[src/u2u8_pkg.sv]
// shared types, constants and the per-unit utf-8 encoder function
// used by u2u8_encode, u2u8_serial and utf16le_to_utf8_transcoder
`default_nettype none

package u2u8_pkg;

  localparam int unsigned MaxBytes = 6;
  localparam int unsigned CntW     = $clog2(MaxBytes + 1);

  localparam logic [15:0] HighFirst = 16'hD800;
  localparam logic [15:0] HighLast  = 16'hDBFF;
  localparam logic [15:0] LowFirst  = 16'hDC00;
  localparam logic [15:0] LowLast   = 16'hDFFF;
  localparam logic [15:0] OneByteLimit = 16'h0080;
  localparam logic [15:0] TwoByteLimit = 16'h0800;

  localparam logic [7:0] LeadTwo   = 8'hC0;
  localparam logic [7:0] LeadThree = 8'hE0;
  localparam logic [7:0] LeadFour  = 8'hF0;
  localparam logic [7:0] ContMark  = 8'h80;

  // surrogate prefix 110110 restores a held high unit from its low ten bits
  localparam logic [5:0] HighPrefix = 6'b110110;

  typedef logic [MaxBytes-1:0][7:0] byte_vec_t;

  // one item's bytes, lowest index goes out first
  typedef struct packed {
    byte_vec_t       bytes;
    logic [CntW-1:0] count;
    logic            eot;
  } run_t;

  typedef struct packed {
    logic       valid;
    logic [9:0] bits;
  } hold_t;

  typedef struct packed {
    logic [2:0][7:0] bytes;
    logic [1:0]      len;
  } bmp_enc_t;

  // 1 to 3 byte encoding of a 16-bit value
  function automatic bmp_enc_t encode_bmp(input logic [15:0] cu);
    bmp_enc_t e;
    e = '0;
    if (cu < OneByteLimit) begin
      e.bytes[0] = cu[7:0];
      e.len      = 2'd1;
    end else if (cu < TwoByteLimit) begin
      e.bytes[0] = LeadTwo | {3'b000, cu[10:6]};
      e.bytes[1] = ContMark | {2'b00, cu[5:0]};
      e.len      = 2'd2;
    end else begin
      e.bytes[0] = LeadThree | {4'b0000, cu[15:12]};
      e.bytes[1] = ContMark | {2'b00, cu[11:6]};
      e.bytes[2] = ContMark | {2'b00, cu[5:0]};
      e.len      = 2'd3;
    end
    return e;
  endfunction

endpackage

`default_nettype wire

[src/u2u8_encode.sv]
// combinational step: one code unit plus held surrogate state to a run of bytes
// depends on u2u8_pkg
`default_nettype none

module u2u8_encode (
  input  wire logic [15:0]    code_unit_i,
  input  wire logic           eot_i,
  input  wire u2u8_pkg::hold_t hold_i,
  output u2u8_pkg::run_t      run_o,
  output u2u8_pkg::hold_t     hold_o
);

  logic               is_high;
  logic               is_low;
  logic               emit_new;
  logic [4:0]         plane;
  u2u8_pkg::bmp_enc_t new_enc;
  u2u8_pkg::bmp_enc_t flush_enc;

  assign is_high = (code_unit_i >= u2u8_pkg::HighFirst) && (code_unit_i <= u2u8_pkg::HighLast);
  assign is_low  = (code_unit_i >= u2u8_pkg::LowFirst) && (code_unit_i <= u2u8_pkg::LowLast);
  assign emit_new = !(is_high && !eot_i);
  assign new_enc   = u2u8_pkg::encode_bmp(code_unit_i);
  assign flush_enc = u2u8_pkg::encode_bmp({u2u8_pkg::HighPrefix, hold_i.bits});
  // scalar bits 20:16 are the top four held bits plus one
  assign plane = {1'b0, hold_i.bits[9:6]} + 5'd1;

  always_comb begin
    run_o       = '0;
    run_o.eot   = eot_i;
    hold_o      = '0;
    if (hold_i.valid && is_low) begin
      run_o.bytes[0] = u2u8_pkg::LeadFour | {5'b00000, plane[4:2]};
      run_o.bytes[1] = u2u8_pkg::ContMark | {2'b00, plane[1:0], hold_i.bits[5:2]};
      run_o.bytes[2] = u2u8_pkg::ContMark | {2'b00, hold_i.bits[1:0], code_unit_i[9:6]};
      run_o.bytes[3] = u2u8_pkg::ContMark | {2'b00, code_unit_i[5:0]};
      run_o.count    = u2u8_pkg::CntW'(4);
    end else if (hold_i.valid) begin
      // held unit flushed as three bytes, new unit follows unless it is itself held
      run_o.bytes[2:0] = flush_enc.bytes;
      run_o.bytes[5:3] = new_enc.bytes;
      run_o.count      = u2u8_pkg::CntW'(3)
                       + (emit_new ? u2u8_pkg::CntW'(new_enc.len) : '0);
    end else begin
      run_o.bytes[2:0] = new_enc.bytes;
      run_o.count      = emit_new ? u2u8_pkg::CntW'(new_enc.len) : '0;
    end
    if (!(hold_i.valid && is_low) && is_high && !eot_i) begin
      hold_o.valid = 1'b1;
      hold_o.bits  = code_unit_i[9:0];
    end
  end

endmodule

`default_nettype wire

[src/u2u8_serial.sv]
// result register: holds one run of up to six bytes and sends one per transaction
// depends on u2u8_pkg
`default_nettype none

module u2u8_serial (
  input  wire logic           clk_i,
  input  wire logic           rst_ni,
  input  wire logic           load_i,
  input  wire u2u8_pkg::run_t run_i,
  output logic                can_load_o,
  output logic                m_axis_tvalid,
  input  wire logic           m_axis_tready,
  output logic [7:0]          m_axis_tdata,   // out_byte
  output logic                m_axis_tlast,   // last_in_run
  output logic                m_axis_tuser    // text_done
);

  u2u8_pkg::byte_vec_t           buf_q;
  logic [u2u8_pkg::CntW-1:0]     cnt_q;
  logic                          eot_q;
  logic                          take;

  assign m_axis_tvalid = (cnt_q != '0);
  assign m_axis_tdata  = buf_q[0];
  assign m_axis_tlast  = (cnt_q == u2u8_pkg::CntW'(1));
  assign m_axis_tuser  = m_axis_tlast && eot_q;
  assign take          = m_axis_tvalid && m_axis_tready;
  // a new run may follow straight on from the final byte of the current one
  assign can_load_o    = (cnt_q == '0) || (m_axis_tlast && m_axis_tready);

  always_ff @(posedge clk_i or negedge rst_ni) begin
    if (!rst_ni) begin
      cnt_q <= '0;
      eot_q <= 1'b0;
    end else if (load_i) begin
      cnt_q <= run_i.count;
      eot_q <= run_i.eot;
    end else if (take) begin
      cnt_q <= cnt_q - u2u8_pkg::CntW'(1);
    end
  end

  always_ff @(posedge clk_i) begin
    if (load_i) begin
      buf_q <= run_i.bytes;
    end else if (take) begin
      buf_q <= {8'h00, buf_q[u2u8_pkg::MaxBytes-1:1]};
    end
  end

  assert property (@(posedge clk_i) disable iff (!rst_ni)
    cnt_q <= u2u8_pkg::CntW'(u2u8_pkg::MaxBytes))
    else $error("byte count beyond run size");

  assert property (@(posedge clk_i) disable iff (!rst_ni)
    load_i |-> can_load_o)
    else $error("run loaded over unsent bytes");

  assert property (@(posedge clk_i) disable iff (!rst_ni)
    (take && !m_axis_tlast && !load_i) |=> m_axis_tvalid)
    else $error("run ended before its last byte");

endmodule

`default_nettype wire

[src/utf16le_to_utf8_transcoder.sv]
// utf-16 code units in, utf-8 bytes out; input register, surrogate hold and result register
// depends on u2u8_pkg, u2u8_encode, u2u8_serial
// path: a unit's first byte passes the input register, then the result register, before
// it is valid; the input register stalls while the result register is busy
// throughput: one output byte per cycle while m_axis_tready is high; a run of up to six
// bytes leaves by the single byte-wide output port, the next run loading as its last is taken
// reset: asynchronous, clears the surrogate hold and both valid flags
`default_nettype none

module utf16le_to_utf8_transcoder (
  input  wire logic        clk_i,
  input  wire logic        rst_ni,
  input  wire logic        s_axis_tvalid,
  output logic             s_axis_tready,
  input  wire logic [15:0] s_axis_tdata,   // code_unit
  input  wire logic        s_axis_tlast,   // end_of_text
  output logic             m_axis_tvalid,
  input  wire logic        m_axis_tready,
  output logic [7:0]       m_axis_tdata,   // out_byte
  output logic             m_axis_tlast,   // last_in_run
  output logic             m_axis_tuser    // text_done
);

  logic            in_valid_q;
  logic [15:0]     in_cu_q;
  logic            in_eot_q;
  u2u8_pkg::hold_t hold_q;
  u2u8_pkg::hold_t hold_d;
  u2u8_pkg::run_t  run;
  logic            can_load;
  logic            consume;

  assign consume       = in_valid_q && can_load;
  assign s_axis_tready = !in_valid_q || consume;

  always_ff @(posedge clk_i or negedge rst_ni) begin
    if (!rst_ni) begin
      in_valid_q <= 1'b0;
      hold_q     <= '0;
    end else begin
      if (s_axis_tvalid && s_axis_tready) begin
        in_valid_q <= 1'b1;
      end else if (consume) begin
        in_valid_q <= 1'b0;
      end
      if (consume) begin
        hold_q <= hold_d;
      end
    end
  end

  always_ff @(posedge clk_i) begin
    if (s_axis_tvalid && s_axis_tready) begin
      in_cu_q  <= s_axis_tdata;
      in_eot_q <= s_axis_tlast;
    end
  end

  u2u8_encode u_encode (
    .code_unit_i (in_cu_q),
    .eot_i       (in_eot_q),
    .hold_i      (hold_q),
    .run_o       (run),
    .hold_o      (hold_d)
  );

  u2u8_serial u_serial (
    .clk_i         (clk_i),
    .rst_ni        (rst_ni),
    .load_i        (consume),
    .run_i         (run),
    .can_load_o    (can_load),
    .m_axis_tvalid (m_axis_tvalid),
    .m_axis_tready (m_axis_tready),
    .m_axis_tdata  (m_axis_tdata),
    .m_axis_tlast  (m_axis_tlast),
    .m_axis_tuser  (m_axis_tuser)
  );

  assert property (@(posedge clk_i) disable iff (!rst_ni)
    (consume && in_eot_q) |=> !hold_q.valid)
    else $error("surrogate still held after end of text");

  assert property (@(posedge clk_i) disable iff (!rst_ni)
    (consume && in_eot_q) |-> (run.count != '0))
    else $error("end of text produced no bytes");

  assert property (@(posedge clk_i) disable iff (!rst_ni)
    (consume && (run.count == '0)) |=> hold_q.valid)
    else $error("unit dropped without being held");

endmodule

`default_nettype wire
[config.mk]
export PLATFORM = sky130hd
export DESIGN_NAME = utf16le_to_utf8_transcoder
export DESIGN_NICKNAME = d
export VERILOG_FILES = /design/src/u2u8_pkg.sv /design/src/u2u8_encode.sv /design/src/u2u8_serial.sv /design/src/utf16le_to_utf8_transcoder.sv
export SDC_FILE = /design/constraint.sdc
export NUM_CORES = 1
export LEC_CHECK = 0
export BUFFER_PORTS_ARGS = -buffer_cell sky130_fd_sc_hd__buf_4
export CORE_AREA = 2 2 108 110
export CTS_BUF_LIST = sky130_fd_sc_hd__clkbuf_8 sky130_fd_sc_hd__clkbuf_16
export CTS_CLUSTER_SIZE = 8
export DETAILED_ROUTE_END_ITERATION = 7
export DIE_AREA = 0 0 110 112
export HOLD_SLACK_MARGIN = 0.05
export REMOVE_ABC_BUFFERS = 1
export SLEW_MARGIN = 20
export SYNTH_ARGS = -nofsm -noshare
export SYNTH_HDL_FRONTEND = slang
export SYNTH_SLANG_ARGS = --single-unit
[constraint.sdc]
create_clock -name clk_i -period 5.6 [get_ports clk_i]
set_clock_uncertainty 0.1 [all_clocks]
set_input_delay 1.12 -clock clk_i [delete_from_list [all_inputs] [get_ports clk_i]]
set_output_delay 1.12 -clock clk_i [all_outputs]
set_load 0.01 [all_outputs]
[Word level (Yosys, flattened, before mapping)]
Index checks and enable logic that the tools add are counted.
W data, S select, Z words.
Cells by class
  order comparisons: 6
  mux-type cells: 17
  add/subtract/negate cells: 3
  reductions and logical operators: 20
  eq/ne operators: 1
Operators by type and width (number)
  $mux W48: 2
  $mux W16: 3
  $mux W35: 1
  $ge A16 B16 Y1 const B: 2
  $le A16 B16 Y1 const B: 2
  $mux W27: 1
  $mux W24: 1
  $mux W18: 1
  $lt A16 B12 Y1 const B: 1
  $lt A16 B8 Y1 const B: 1
  $logic_and A1 B1 Y1: 11
  $mux W11: 1
  $mux W10: 1
  $mux W8: 1
  $mux W3: 2
  $add A4 B1 Y5 const B: 1
  $reduce_bool A2 Y1: 2
  $add A2 B3 Y3 const A: 1
  $eq A3 B1 Y1 const B: 1
  $logic_not A1 Y1: 3
  $logic_not A3 Y1: 1
  $reduce_bool A3 Y1: 1
  $sub A3 B1 Y3 const B: 1
  $logic_or A1 B1 Y1: 2
  other kinds (2): 3
Storage, ports and cells
  word-level logic and storage cells: 60
  flip-flop bits (word level): 81

[Logic depth before layout (Yosys ltp)]
Gate-level depths: netlist of the first run.
  depth after elaboration: 9
  gate-level depth with buffers: 9
  gate-level depth less buffers: 7

[Modules after synthesis]
A second synthesis of the first run with hierarchy kept.
Second synthesis, totals
  cells, all modules: 341
  area total of the unflattened synthesis: 4415.5 µm²
Modules (own cells, without submodules)
  u2u8_serial: cells an instance 139, times used 1, area an instance 2312.2 µm²
  u2u8_encode: cells an instance 156, times used 1, area an instance 1093.5 µm²
  utf16le_to_utf8_transcoder: cells an instance 46, times used 1, area an instance 1009.7 µm²

[Worst setup path before layout of the first run]
No wires, ideal clock.
  path type: input-to-reg
  start: input m_axis_tready
  end: register u_serial.buf_q (netlist bit u_serial.m_axis_tdata[2]), data pin
  stages: 7
  setup slack: 2946 ps
  arrival: 2289 ps
  required time: 5235 ps
  cells stage by stage: a21oi_1 -> or3b_2 -> clkbuf_1 -> buf_2 -> buf_2 -> a21oi_1 -> o31ai_1
On the way
  cells in the longest elaborated chain, start to end: 4
RTL lines
  start, declared: RTL line utf16le_to_utf8_transcoder.sv:18  | input wire logic m_axis_tready,
  $logic_and A1 B1 Y1: RTL line u2u8_serial.sv:29  | assign can_load_o = (cnt_q == '0) || (m_axis_tlast && m_axis_tready);
  $logic_or A1 B1 Y1: RTL line u2u8_serial.sv:29
  $logic_and A1 B1 Y1: RTL line utf16le_to_utf8_transcoder.sv:33  | assign consume = in_valid_q && can_load;
  $mux W48: RTL line u2u8_serial.sv:44  | if (load_i) begin
  end signal, assigned: RTL line u2u8_serial.sv:45  | buf_q <= run_i.bytes;
  end signal, assigned: RTL line u2u8_serial.sv:47  | buf_q <= {8'h00, buf_q[u2u8_pkg::MaxBytes-1:1]};
  end, declared: RTL line u2u8_serial.sv:18  | u2u8_pkg::byte_vec_t buf_q;
No other way between the ends.
A chain may end at the register's enable or synchronous reset.

[Worst setup path after layout of the first run]
  start: input m_axis_tready
  end: register hold_q[9] in the netlist's numbering
On the way
  cells in the longest elaborated chain, start to end: 3
RTL lines
  $logic_and A1 B1 Y1: RTL line u2u8_serial.sv:29
  $logic_or A1 B1 Y1: RTL line u2u8_serial.sv:29
  $logic_and A1 B1 Y1: RTL line utf16le_to_utf8_transcoder.sv:33
  end signal, assigned: RTL line utf16le_to_utf8_transcoder.sv:47  | hold_q <= hold_d;
  end, declared: RTL line utf16le_to_utf8_transcoder.sv:27  | u2u8_pkg::hold_t hold_q;
No other way between the ends.

==> metrics.txt, run 1 <==
Rows 39; WHS Path Cells 2; crit path DAT 3150 ps; Seq/Total Area, Yosys 60.4%; # fillers 1,043; WL/cell 17.3 µm; DIE HEIGHT 112 µm; hpwl dp 5540 µm; number of nets still failing antenna checks after routing 0; Hold-fix buffers, CTS 0; Die Wd 110 µm; Core ar. 0.0112 mm²; starting density of the core 33.9%; maximum vdd ir drop 0.000175 V; CTS max path bufs 2; slew margin rel. 31.7%; drt total wl 8650 µm; largest net degree at the start of global routing 52; CP Cell Sequence buf_4 -> a21oi_1 -> or3b_2 -> buf_4 -> nor2_1 -> a22o_1; crit path time final 2970 ps; RSZ-0062 raised after global routing false; ranking of synthesized cells by area edfxtp_1 (50%), dfrtp_1 (11%), a21oi_1 (4.1%); commonest cells after routing, fill and taps aside edfxtp_1 (63), buf_4 (39), nand2_1 (37); Cell variety after synth 49; Syn-to-layout area delta 16.1%; power density cells 463 mW/mm²; Critical Path RT 5770 ps; CTS root buf clkbuf_16; CTS tree done; Avg Vias per Cell 5.25; Setup Buffers After CTS 0; post-route DRC violation count 0; GRT overflow 0; Diodes inserted 0; Yosys warnings 0; most common cell after layout, fill and taps aside edfxtp_1; 1st-iter DRT viols 155; Least-Margin Pin Slew 1020 ps; Setup CP Type in2reg; Crit. End Element flop; Power Total 2.04 mW; final hold vios 0; slowest stage delay, CP 720 ps; share of layout cells above drive strength 1 19.7%; Main synth FF type edfxtp_1; drt pass-1 iters 4; Multi-input gate area 0.00134 mm²; FF+latch area 0.00229 mm²; first-pass GRT wire length 13,900 µm; setup tns final 0 ps; leak pwr 1.73 nW; R2R depth 7; synthesized cell area 0.00379 mm²; Worst Setup Start Kind input port; Syn Inst Count 329; critical path fanouts, max 33; Seq cells post-synth 79; cell type with the largest total area after synthesis edfxtp_1; CP max-delay cell or3b_2; maxcap violations 0; Synth top area share 49.9%; min-delay worst type reg2reg; crit share post-route 53.1%; Async SR Flop Fraction 20.3%; Die ar. 0.0123 mm²; all-layer global routing usage 14.9%; CTS resizes 0; initial antenna violation count 0; number of global-route vias before repair 2,621; Vias 2,621; Final Max Tran Viols 0; CTS H-tree depth 3; Post-synth EDFFs 63; Final nets 377; syn_area_per_cell 11.5 µm²; final setup fails 0; Sink Count 79; worst-skew pair later-pin latency 340 ps; I/O Buffers 32; cts bufs inserted 9; fmax 336 MHz; most used cell, CP buf_4; number of top-level pins 33; outcome complete, no violations; Clk pin slew, worst setup/hold paths 60 ps; routability cong. 0.815
==> where the power goes <==
part	switching, mW	total [mW]	internal [mW]
Clock	0.233	0.575	0.342
Sequential	0.0873	0.961	0.874
Combinational	0.300	0.503	0.203
Total	0.621	2.04	1.42
==> routing by layer <==
metal  GRT usage (%)  part of all wire (%)  vias to the layer above
li1                -                     -                     1268
met1            21.1                    44                     1242
met2            22.9                    47                       98
met3            2.75                   6.8                       13
met4            5.06                   1.7                        0
met5               0                     0                        -
==> metrics by stage <==
stage | hold WS (ps) | setup WS, ps | instances | util (%) | cell area, µm²
2_1_floorplan | 335 | 2770 | 301 | - | 3640
3_3_place_gp | 374 | 2280 | 483 | 36.8 | 4110
3_5_place_dp | 368 | 2280 | 483 | 36.8 | 4110
4_1_cts | 386 | 2630 | 499 | 39.4 | 4400
5_1_grt | 414 | 2440 | 499 | 39.4 | 4400
6_report | 372 | 2630 | 499 | 39.4 | 4400
==> layout make-up <==
| cell class | instances | share of cell area [%] |
|---|---|---|
| clock inverter | 7 | 1.48 |
| multi-input combinational | 218 | 30.3 |
| inverter | 4 | 0.341 |
| timing repair buffer | 39 | 6.65 |
| sequential | 79 | 52.0 |
| clock buffer | 9 | 5.11 |
| tap | 143 | 4.06 |
==> state kept, by name (all words and copies together) (netlist names) <==
register and flops:
u_serial.m_axis_tdata 8, u_serial.buf_q 38, u_serial.eot_q 1, in_eot_q 1, in_valid_q 1, in_cu_q 16
hold_q 11, u_serial.cnt_q 3
==> worst paths after layout <==
path / start / end / slack, ps
max: m_axis_tready / hold_q[9] / 2630
min: u_serial.eot_q / u_serial.eot_q / 370
max in group asynchronous: rst_ni / hold_q[0] / 4660
max reg2reg: u_serial.cnt_q[0] / hold_q[9] / 2850
min reg2reg: u_serial.eot_q / u_serial.eot_q / 370
min in group asynchronous: rst_ni / u_serial.eot_q / 540
==> cells in the mapped netlist (all sizes together) (5+ instances only) <==
master  instances
buf            18
nand2          37
edfxtp         63
clkbuf         10
a21oi          31
nor3b           7
mux2            8
a22o            9
ha              5
nand2b          5
nor2           14
and2           10
dfrtp          16
o21ai          31
a31oi           6
nand3           8
==> cells by family after synthesis <==
| group | Yosys count | share of synthesized area (%) |
|---|---|---|
| and+or+nand+nor | 102 | 14.2 |
| muxes | 11 | 3.27 |
| buffers and inverters | 32 | 4.39 |
| AOI/OAI and AO/OA | 98 | 15.6 |
| DFF | 79 | 60.4 |
| adders and majority gates | 5 | 1.65 |
| xor gates and xnor gates | 2 | 0.462 |
==> critical path: cells and delay by family <==
kind            cells  cell delay [ps]
compound gates      2              310
buf+inv             2              440
simple gates        2             1260
(Power assumes the default switching activity.)
==> run 2, diff against run 1 <==
- clock period: 5.6 -> 2.85 ns (I/O delays scaled with it)
==> metrics.txt, run 2 (synthesized netlist as in run 1, its figures left out) <==
initial antenna violation count 0; Setup CP Type reg2reg; Avg Vias per Cell 5.41; commonest cells after routing, fill and taps aside edfxtp_1 (63), buf_4 (47), nand2_1 (37); GRT overflow 0; number of global-route vias before repair 2,630; worst-skew pair later-pin latency 340 ps; Die Wd 110 µm; Final Max Tran Viols 0; most common cell after layout, fill and taps aside edfxtp_1; starting density of the core 33.9%; Vias 2,746; WL/cell 17.6 µm; NetSw 1.27 mW; Crit. End Element flop; Most flops, register u_serial.buf_q; crit path time final 2430 ps; Clk pin slew, worst setup/hold paths 70 ps; sequential share of power 47.0%; Critical Path RT 2840 ps; number of top-level pins 33; 1st-iter DRT viols 191; Core ar. 0.0112 mm²; clock share of power 27.1%; power density cells 898 mW/mm²; min-delay worst type in2reg; switching power as a share of total power 31.8%; reg2reg setup slack 420 ps; Final nets 386; CTS resizes 0; largest net degree at the start of global routing 34; slew margin rel. 60.6%; first-pass GRT wire length 14,500 µm; leak pwr 1.76 nW; Diodes inserted 0; cts bufs inserted 9; # fillers 1,076; outcome complete, no violations; CP max-delay cell nor4_1; CTS H-tree depth 3; Sink Count 79; post-route DRC violation count 0; final hold vios 0; setup tns final 0 ps; Die ar. 0.0123 mm²; Setup Buffers After CTS 0; critical path fanouts, max 13; DIE HEIGHT 112 µm; drt pass-1 iters 4; worst hold margin 304 ps; P_int 2.73 mW; hpwl dp 5960 µm; Syn-to-layout area delta 17.7%; CTS max path bufs 2; Least-Margin Pin Slew 586 ps; final core utilization 40.0%; Worst Setup Start Kind flop; CTS root buf clkbuf_16; crit path DAT 2420 ps; drt total wl 8970 µm; maximum vdd ir drop 0.000311 V; combinational share of power 25.9%; maxcap violations 0; CTS tree done; Top Registers u_serial.buf_q: 38 flops, in_cu_q: 16 flops, hold_q: 11 flops; fin cells 508; number of nets still failing antenna checks after routing 0; Inst Count DP 491; share of layout cells above drive strength 1 21.6%; max reg flops 38; slowest stage delay, CP 580 ps; I/O Buffers 32; fmax 412 MHz; all-layer global routing usage 15.7%; routability cong. 0.903; pre-CTS setup slack 464 ps; crit share post-route 85.1%; Rows 39; Hold-fix buffers, CTS 1; RSZ-0062 raised after global routing false; CP Cell Sequence nor4_1 -> nand2b_1 -> buf_4 -> a211oi_1 -> o311ai_0 -> o21a_1; final setup fails 0; final worst setup slack 425 ps
-- run 2: cell types whose count changed in the layout (fill, tap and decap cells not counted), sizes merged --
| cell | delta |
|---|---|
| buf | +8 |
| clkinv | -2 |
| inv | +2 |
| bufinv | -1 |
| clkinvlp | +1 |
| dlygate4sd3 | +1 |
-- run 2: per-stage QoR --
stage | power, mW | cell area [µm²]
floorplan | 2.50 | 3640
global placement | 2.92 | 4170
detailed placement | 2.94 | 4170
CTS | 4.03 | 4460
global route | 4.26 | 4460
finish | 4.01 | 4460
-- run 2: area by class of cell --
cell class,count,area [µm²],area share (%)
Clock inverter,7,55.1,1.23
Inverter,4,15.0,0.336
Timing Repair Buffer,48,363,8.13
Sequential cell,79,2290,51.3
Multi-Input combinational cell,218,1340,29.9
Clock buffer,9,225,5.04
Tap cell,143,179,4.01
-- run 2: routing by layer --
layer	share of wire (%)	track usage [%]	vias to the layer above
li1	-	-	1286
met2	44	22.2	100
met3	5.9	2.87	22
met4	3.0	6.92	0
met5	0	0	-
met1	47	23.2	1338
-- run 2: final timing paths --
check	start	depth (start not counted)	end
worst max-delay path	in_cu_q[14]	6	u_serial.m_axis_tdata[3]
worst min-delay path	s_axis_tdata[2]	1	in_cu_q[2]
worst max register to register	in_cu_q[14]	6	u_serial.m_axis_tdata[3]
worst min register to register	u_serial.eot_q	2	u_serial.eot_q
max in group asynchronous	rst_ni	2	hold_q[8]
min in group asynchronous	rst_ni	2	u_serial.eot_q
-- run 2: power groups by stage --
| stage | Combinational (mW) | Sequential [mW] | Clock (mW) |
|---|---|---|---|
| after global placement | 1.03 | 1.89 | 0 |
| final | 1.04 | 1.88 | 1.09 |
| after global routing | 1.18 | 1.92 | 1.16 |
| after floorplan | 0.615 | 1.88 | 0 |
| after CTS | 1.04 | 1.88 | 1.10 |
| after detailed placement | 1.04 | 1.90 | 0 |
-- run 2: critical path, delay by kind of cell (launching register included) --
| kind | cells | cell delay, ps |
|---|---|---|
| compound gates | 3 | 760 |
| flops | 1 | 440 |
| simple gates | 2 | 680 |
| buf+inv | 1 | 210 |
